**config.mk**
```make
export PLATFORM = sky130hd
export DESIGN_NAME = utf8_stream_decoder
export DESIGN_NICKNAME = d
export VERILOG_FILES = /design/src/rtl/utf8sd_pkg.sv /design/src/rtl/utf8_stream_decoder.sv
export VERILOG_INCLUDE_DIRS = /design/src /design/src/rtl
export SDC_FILE = /design/constraint.sdc
export NUM_CORES = 1
export LEC_CHECK = 0
export BUFFER_PORTS_ARGS = -buffer_cell sky130_fd_sc_hd__buf_2
export CORE_ASPECT_RATIO = 1.4
export CORE_UTILIZATION = 38
export CTS_CLUSTER_DIAMETER = 30
export DETAILED_ROUTE_END_ITERATION = 7
export GPL_ROUTABILITY_DRIVEN = 0
export PLACE_DENSITY_LB_ADDON = 0.1
export REMOVE_ABC_BUFFERS = 1
export SETUP_SLACK_MARGIN = 0.3
export SYNTH_ARGS = -nofsm -noshare
export SYNTH_HDL_FRONTEND = slang
export SYNTH_SLANG_ARGS = --single-unit
export TNS_END_PERCENT = 5
```
**constraint.sdc**
```tcl
create_clock -name clock -period 10.1 [get_ports clock]
set_input_delay 2.02 -clock clock [delete_from_list [all_inputs] [get_ports clock]]
set_output_delay 2.02 -clock clock [all_outputs]
set_load 0.05 [all_outputs]
```
**src/rtl/utf8_stream_decoder_assert.svh**
```systemverilog
// assertion macros for the utf-8 stream decoder
`ifndef UTF8_STREAM_DECODER_ASSERT_SVH
`define UTF8_STREAM_DECODER_ASSERT_SVH

// condition holds at every edge outside reset
`define UTF8SD_ASSERT_ALWAYS(lbl, clk, rst, cond) \
   lbl: assert property (@(posedge clk) disable iff (rst) (cond)) \
      else $error("utf8sd: invariant violated");

// antecedent at one edge forces the consequent at the next
`define UTF8SD_ASSERT_NEXT(lbl, clk, rst, ante, cons) \
   lbl: assert property (@(posedge clk) disable iff (rst) (ante) |=> (cons)) \
      else $error("utf8sd: next-cycle check failed");

`endif

```
**src/rtl/utf8sd_pkg.sv**
```systemverilog
`default_nettype none

package utf8sd_pkg;

   localparam logic [7:0] ASCII_MAX  = 8'h7F;
   localparam logic [7:0] LEAD_MIN   = 8'hC2;
   localparam logic [7:0] LEAD3_MIN  = 8'hE0;
   localparam logic [7:0] LEAD4_MIN  = 8'hF0;
   localparam logic [7:0] LEAD_LIMIT = 8'hF5;
   localparam logic [7:0] LEAD_ED    = 8'hED;
   localparam logic [7:0] LEAD_F4    = 8'hF4;
   localparam logic [7:0] CONT_MIN   = 8'h80;
   localparam logic [7:0] CONT_MAX   = 8'hBF;
   localparam logic [7:0] CONT_E0_LO = 8'hA0;
   localparam logic [7:0] CONT_F0_LO = 8'h90;
   localparam logic [7:0] CONT_ED_HI = 8'h9F;
   localparam logic [7:0] CONT_F4_HI = 8'h8F;

   localparam int Q_DEPTH = 4;

   typedef struct packed {
      logic [20:0] code_point;
      logic        valid_res;
      logic [2:0]  seq_bytes;
      logic [31:0] char_index;
      logic        last_char;
   } result_type;

   function automatic logic [2:0] seq_length(input logic [7:0] lead);
      logic [2:0] len;
      if (lead < LEAD3_MIN)      len = 3'd2;
      else if (lead < LEAD4_MIN) len = 3'd3;
      else                       len = 3'd4;
      return len;
   endfunction

   function automatic result_type make_res(input logic [20:0] cp, input logic ok,
                                           input logic [2:0] len);
      result_type r;
      r.code_point = cp;
      r.valid_res  = ok;
      r.seq_bytes  = len;
      r.char_index = '0;
      r.last_char  = 1'b0;
      return r;
   endfunction

endpackage

`default_nettype wire

```
**src/rtl/utf8_stream_decoder.sv**
```systemverilog
// utf-8 stream decoder with validation
// input channel: one byte a word on req_data_byte, req_end_of_string marks the
//   final byte of a string; a word is taken when req_valid is high and
//   req_stall is low
// result channel: one word per character on the rsp_ ports, taken when rsp_valid
//   is high and rsp_stall is low; a byte breaking a sequence gives the invalid
//   prefix, then its own result unless it is a lead; a lead byte on its own
//   gives none unless it ends the string; an accepted byte is registered and
//   decoded into a four-entry result queue once it has room; rsp_valid is high
//   while the queue holds a word
// throughput: one byte per cycle; the decode register advances only while the
//   result queue holds at most two entries, so a run of double results or a
//   stalled receiver puts three or more words in the queue and then raises req_stall
// reset (synchronous, active high) clears the pending sequence, the character
//   counter, the decode register and the queue; no word is lost while stalled
// char_index counts modulo 2**INDEX_WIDTH and restarts at zero after each string
`default_nettype none

`include "utf8_stream_decoder_assert.svh"

module utf8_stream_decoder #(
   parameter int INDEX_WIDTH = 32
) (
   input  wire logic        clock,
   input  wire logic        reset,
   input  wire logic        req_valid,
   output logic             req_stall,
   input  wire logic [7:0]  req_data_byte,
   input  wire logic        req_end_of_string,
   output logic             rsp_valid,
   input  wire logic        rsp_stall,
   output logic [20:0]      rsp_code_point,
   output logic             rsp_valid_res,
   output logic [2:0]       rsp_seq_bytes,
   output logic [31:0]      rsp_char_index,
   output logic             rsp_last_char
);
   import utf8sd_pkg::*;

   localparam int PTR_W = $clog2(Q_DEPTH);
   localparam int CNT_W = $clog2(Q_DEPTH + 1);

   // decode register
   logic       s1_valid_ff, s1_valid_in;
   logic [7:0] s1_byte_ff;
   logic       s1_eos_ff;

   // pending sequence
   logic [7:0]             lead_ff, lead_in;
   logic [1:0]             held_ff, held_in;
   logic [20:0]            part_ff, part_in;
   logic [INDEX_WIDTH-1:0] cnt_ff, cnt_in, cnt_plus1;
   logic [INDEX_WIDTH+31:0] idx0_ext, idx1_ext;

   // result queue
   result_type             q_ff [Q_DEPTH];
   logic [PTR_W-1:0]       head_ff, tail_ff, tail_next;
   logic [CNT_W-1:0]       count_ff, count_in;

   logic        req_take, adv, pop;
   logic        lead_ascii, lead_bad;
   logic [20:0] lead_part;
   logic [7:0]  cont_lo, cont_hi;
   logic        cont_ok, seq_done;
   logic [1:0]  held_c;
   logic [20:0] part_c;
   logic [2:0]  lead_len;
   logic [1:0]  n;
   result_type  res [2];

   assign adv       = s1_valid_ff && (count_ff <= CNT_W'(Q_DEPTH - 2));
   assign req_stall = s1_valid_ff && !adv;
   assign req_take  = req_valid && !req_stall;
   assign pop       = (count_ff != '0) && !rsp_stall;

   always_comb begin
      s1_valid_in = s1_valid_ff;
      if (req_take)  s1_valid_in = 1'b1;
      else if (adv)  s1_valid_in = 1'b0;
   end

   always_ff @(posedge clock) begin
      if (reset) begin
         s1_valid_ff <= 1'b0;
      end else begin
         s1_valid_ff <= s1_valid_in;
      end
   end

   always_ff @(posedge clock) begin
      if (req_take) begin
         s1_byte_ff <= req_data_byte;
         s1_eos_ff  <= req_end_of_string;
      end
   end

   // classification of the registered byte as a new lead
   assign lead_ascii = s1_byte_ff <= ASCII_MAX;
   assign lead_bad   = !lead_ascii && (s1_byte_ff < LEAD_MIN || s1_byte_ff >= LEAD_LIMIT);
   always_comb begin
      if (s1_byte_ff < LEAD3_MIN)      lead_part = {16'b0, s1_byte_ff[4:0]};
      else if (s1_byte_ff < LEAD4_MIN) lead_part = {17'b0, s1_byte_ff[3:0]};
      else                             lead_part = {18'b0, s1_byte_ff[2:0]};
   end

   // second byte limits tighten after e0, ed, f0 and f4
   always_comb begin
      cont_lo = CONT_MIN;
      cont_hi = CONT_MAX;
      if (held_ff == 2'd1) begin
         if (lead_ff == LEAD3_MIN)      cont_lo = CONT_E0_LO;
         else if (lead_ff == LEAD4_MIN) cont_lo = CONT_F0_LO;
         if (lead_ff == LEAD_ED)        cont_hi = CONT_ED_HI;
         else if (lead_ff == LEAD_F4)   cont_hi = CONT_F4_HI;
      end
   end

   assign cont_ok  = (s1_byte_ff >= cont_lo) && (s1_byte_ff <= cont_hi);
   assign held_c   = held_ff + 2'd1;
   assign part_c   = {part_ff[14:0], s1_byte_ff[5:0]};
   assign lead_len = seq_length(lead_ff);
   assign seq_done = ({1'b0, held_c} >= lead_len) || (held_c == 2'd0);

   assign cnt_plus1 = cnt_ff + INDEX_WIDTH'(1);
   assign idx0_ext  = {32'b0, cnt_ff};
   assign idx1_ext  = {32'b0, cnt_plus1};

   always_comb begin
      res[0]  = '0;
      res[1]  = '0;
      n       = 2'd0;
      held_in = held_ff;
      lead_in = lead_ff;
      part_in = part_ff;
      cnt_in  = cnt_ff;
      if (adv) begin
         if (held_ff == 2'd0) begin
            if (lead_ascii) begin
               res[0] = make_res({13'b0, s1_byte_ff}, 1'b1, 3'd1);
               n      = 2'd1;
            end else if (lead_bad) begin
               res[0] = make_res('0, 1'b0, 3'd1);
               n      = 2'd1;
            end else begin
               held_in = 2'd1;
               lead_in = s1_byte_ff;
               part_in = lead_part;
            end
         end else if (cont_ok) begin
            if (seq_done) begin
               res[0]  = make_res(part_c, 1'b1, lead_len);
               n       = 2'd1;
               held_in = 2'd0;
               lead_in = '0;
               part_in = '0;
            end else begin
               held_in = held_c;
               part_in = part_c;
            end
         end else begin
            // broken sequence: flush the prefix, then decode the byte as a lead
            res[0]  = make_res('0, 1'b0, {1'b0, held_ff});
            n       = 2'd1;
            held_in = 2'd0;
            lead_in = '0;
            part_in = '0;
            if (lead_ascii) begin
               res[1] = make_res({13'b0, s1_byte_ff}, 1'b1, 3'd1);
               n      = 2'd2;
            end else if (lead_bad) begin
               res[1] = make_res('0, 1'b0, 3'd1);
               n      = 2'd2;
            end else begin
               held_in = 2'd1;
               lead_in = s1_byte_ff;
               part_in = lead_part;
            end
         end

         if (s1_eos_ff) begin
            if (held_in != 2'd0) begin
               res[n[0]] = make_res('0, 1'b0, {1'b0, held_in});
               n         = n + 2'd1;
               held_in   = 2'd0;
               lead_in   = '0;
               part_in   = '0;
            end
            if (n == 2'd2) res[1].last_char = 1'b1;
            else           res[0].last_char = 1'b1;
            cnt_in = '0;
         end else begin
            cnt_in = cnt_ff + INDEX_WIDTH'(n);
         end
      end
      res[0].char_index = idx0_ext[31:0];
      res[1].char_index = idx1_ext[31:0];
   end

   always_ff @(posedge clock) begin
      if (reset) begin
         held_ff <= '0;
         lead_ff <= '0;
         part_ff <= '0;
         cnt_ff  <= '0;
      end else begin
         held_ff <= held_in;
         lead_ff <= lead_in;
         part_ff <= part_in;
         cnt_ff  <= cnt_in;
      end
   end

   assign tail_next = tail_ff + PTR_W'(1);
   assign count_in  = count_ff + CNT_W'(n) - CNT_W'(pop);

   always_ff @(posedge clock) begin
      if (n != 2'd0) q_ff[tail_ff]   <= res[0];
      if (n == 2'd2) q_ff[tail_next] <= res[1];
   end

   always_ff @(posedge clock) begin
      if (reset) begin
         head_ff  <= '0;
         tail_ff  <= '0;
         count_ff <= '0;
      end else begin
         if (pop) head_ff <= head_ff + PTR_W'(1);
         tail_ff  <= tail_ff + PTR_W'(n);
         count_ff <= count_in;
      end
   end

   assign rsp_valid      = count_ff != '0;
   assign rsp_code_point = q_ff[head_ff].code_point;
   assign rsp_valid_res  = q_ff[head_ff].valid_res;
   assign rsp_seq_bytes  = q_ff[head_ff].seq_bytes;
   assign rsp_char_index = q_ff[head_ff].char_index;
   assign rsp_last_char  = q_ff[head_ff].last_char;

   `UTF8SD_ASSERT_ALWAYS(a_queue_bound, clock, reset, count_ff <= CNT_W'(Q_DEPTH))
   `UTF8SD_ASSERT_NEXT(a_eos_clears_count, clock, reset, adv && s1_eos_ff, cnt_ff == '0)
   `UTF8SD_ASSERT_NEXT(a_eos_clears_held, clock, reset, adv && s1_eos_ff, held_ff == 2'd0)

endmodule

`default_nettype wire

```
==> reports/results.txt <==
Slowest cell on crit path: buf_4
maxcap violations: 0
Rows: 87
commonest non-fill, non-tap cells in the layout: 241 x edfxtp_1, 114 x xnor2_1, 99 x nand4_1
Final nets: 1301
Worst path max stage delay: 0.73 ns
residual DRC count: 0
Reg power frac: 0.340
Mean Syn Cell Area: 12.6 µm²
Global Route met3 Usage: 0.0282
Worst EP arrival: 5.26 ns
Cell Area, Synth: 0.0155 mm²
final setup vio count: 0
Final Max Slew Viols: 0
GRT busiest layer: met2
FF-to-FF Start: held_ff[0]
Sw Share: 0.318
# hold bufs at CTS: 0
crit path from: held_ff[0]
vias per cell: 5.33
Worst EP required: 10.30 ns
Reg2Reg Depth: 13
Setup TNS: 0 ns
Yosys top cell by area: edfxtp_1
Comb power frac: 0.214
Area contributors post-synth: edfxtp_1 47%, dfxtp_1 8.7%, mux4_2 8.4%
H-Tree Depth: 2
reg-to-reg endpoint: q_ff[0][53]
top_reg_cell synth: edfxtp_1
Worst Setup EP: q_ff[0][53]
CP Max Fanout: 92
total congestion overflow: 0
IO buf count: 72
WS Path Type: reg2reg
RSZ-0062 raised after global routing: false
GRT Util Overall: 0.190
endpoints failing hold: 0
P_leak: 6.22 nW
initial antenna violation count: 0
Starting Density: 0.385
Yosys reg bits: 308
Tcrit/Tclk final: 0.502
Worst-path clk slew: 0.05 ns
TritonCTS clock tree: yes
Cell variety after synth: 71
Num CTS Buffers: 59
CTS resizes: 0
PwrDens: 249 mW/mm²
Yosys warnings: 0
antenna cells: 0
met1 GRT Util: 0.222
clk sinks: 308
R2R setup slack: 5.03 ns
Iter 0 DRT Violations: 639
Final Skew: 0.0210 ns
HP Class: reg2reg
leading cell type in the layout, fill and taps excluded: edfxtp_1
minimum clock period: 5.07 ns
GR Layer Usage met2: 0.350
Setup crit end kind: flop
Syn-to-layout area delta: 18.6%
Post-synth EDFFs: 241
Psw: 1.46 mW
Tot Pwr: 4.58 mW
die width: 173 µm
DRT Pass-1 Iters: 6
Synth Instances: 1226
clock network fraction of total power: 0.447
Setup crit start kind: flop
share of flip-flops with an asynchronous set or reset: 0
top cell type's share of synthesized area: 0.468
Final HPWL DP: 23700 µm
Die Ht: 241 µm
IO Pins: 73
first-pass GRT wire length: 60600 µm
Routed WL: 38900 µm
# Post-CTS Setup Buffers: 0
wire per inst: 21.0 µm
sequential fraction of the synthesis area: 0.554
maximum vdd drop: 0.000134 V
fmax: 197 MHz
DR vias: 9882
clock root buffer: clkbuf_16
Int Pwr: 3.12 mW
Longest Clk Path Bufs: 3
floorplan core area: 0.0402 mm²
status: finished, final reports clean
max_slew headroom: 0.239
layout cell share with drive strength beyond 1: 0.229
pin count of the biggest net entering global routing: 93
CP cell instances: ha_1, nand2b_1, nor4_1, nand2_1, ha_1, nor2b_1, o31a_1, o21ai_1, a211o_2, buf_4, nand3_1, o21ai_4, buf_4
worst-skew pair later-pin latency: 0.59 ns
Slew @ Worst Pin: 1.13 ns
vias in the first global route: 10300
post-route ant nets: 0
Die ar.: 0.0416 mm²
-- flip-flops by register name (all words and copies together) (netlist names), named ones only --
signal and flops:
tail_ff 2, s1_valid_ff 1, lead_ff 8, s1_byte_ff 8, q_ff 232, s1_eos_ff 1, count_ff 3, part_ff 15
held_ff 2, head_ff 2, cnt_ff 32
-- critical path: cells and delay by family (launching register included) --
family,cells,cell delay [ns]
buffers and inverters,2,1.43
AOI/OAI and AO/OA,4,1.10
and+or+nand+nor,5,1.01
adders and majority gates,2,0.54
DFF,1,0.48
-- worst min-delay path by stage --
stage | start | to | slack (ns) | cells after the start
final | lead_ff[1] | lead_ff[1] | 0.48 | 1
after global routing | lead_ff[1] | lead_ff[1] | 0.50 | 1
after CTS | lead_ff[1] | lead_ff[1] | 0.48 | 1
after global placement | lead_ff[1] | lead_ff[1] | 0.48 | 1
after floorplan | lead_ff[1] | lead_ff[1] | 0.45 | 1
after detailed placement | lead_ff[1] | lead_ff[1] | 0.47 | 1
-- metrics by stage --
step / area [µm²] / setup WS [ns] / hold WS, ns / instances / utilization
after floorplan: 15000 / 0.0957 / 0.454 / 1119 / -
after global placement: 16300 / 5.16 / 0.484 / 1743 / 0.405
after detailed placement: 16300 / 5.00 / 0.473 / 1743 / 0.405
after CTS: 18400 / 4.97 / 0.485 / 1855 / 0.457
after global routing: 18400 / 4.69 / 0.499 / 1855 / 0.457
final: 18400 / 5.03 / 0.480 / 1855 / 0.457
-- cell families (layout without fill, tap and decap cells) --
kind of cell,after synthesis,in the layout,share of synthesized area
AO/OA/AOI/OAI,102,102,0.0483
adder cells (fa/ha/maj),18,18,0.0155
buffers and inverters,130,225,0.0371
multiplexers,78,78,0.0985
XOR/XNOR,152,152,0.0860
flip-flops,308,308,0.554
AND/OR/NAND/NOR,438,438,0.160
-- cell type report --
class                           instances  area, µm²
Sequential cell                       308       8590
Fill cell                            3623      21800
Multi-Input combinational cell        788       6420
Timing Repair Buffer                   90        495
Inverter                               23       86.3
Clock buffer                           74       1640
Tap cell                              534        668
Clock inverter                         38        474
-- synth_stat cells, drive strengths merged, types with 3 or more instances --
cell	count
xor2	38
mux2i	6
mux4	58
a211oi	5
xnor2	114
or3	9
or4	3
nand4	100
a21oi	16
nor3	23
o31a	5
or2	3
clkbuf	52
mux2	14
o21ai	17
nand3	22
ha	16
dfxtp	67
o22ai	3
a31oi	9
and2	61
nor2	96
a22o	20
o2bb2ai	4
nor2b	27
nor4	44
edfxtp	241
nand2b	8
buf	55
nand2	33
inv	22
and3	3
-- layer usage --
| layer | share of wire | vias up |
|---|---|---|
| met5 | 0 | - |
| met4 | 0.029 | 0 |
| met3 | 0.036 | 77 |
| met2 | 0.53 | 209 |
| met1 | 0.41 | 4883 |
| li1 | - | 4713 |
-- power by group through the flow --
| stage | clock [mW] | sequential, mW | combinational [mW] |
|---|---|---|---|
| final | 2.05 | 1.55 | 0.978 |
| after global routing | 2.14 | 1.57 | 1.04 |
| after CTS | 2.09 | 1.56 | 0.998 |
| after detailed placement | 0 | 1.58 | 0.996 |
| after global placement | 0 | 1.58 | 0.994 |
| after floorplan | 0 | 1.59 | 0.714 |
(Power assumes the default switching activity.)
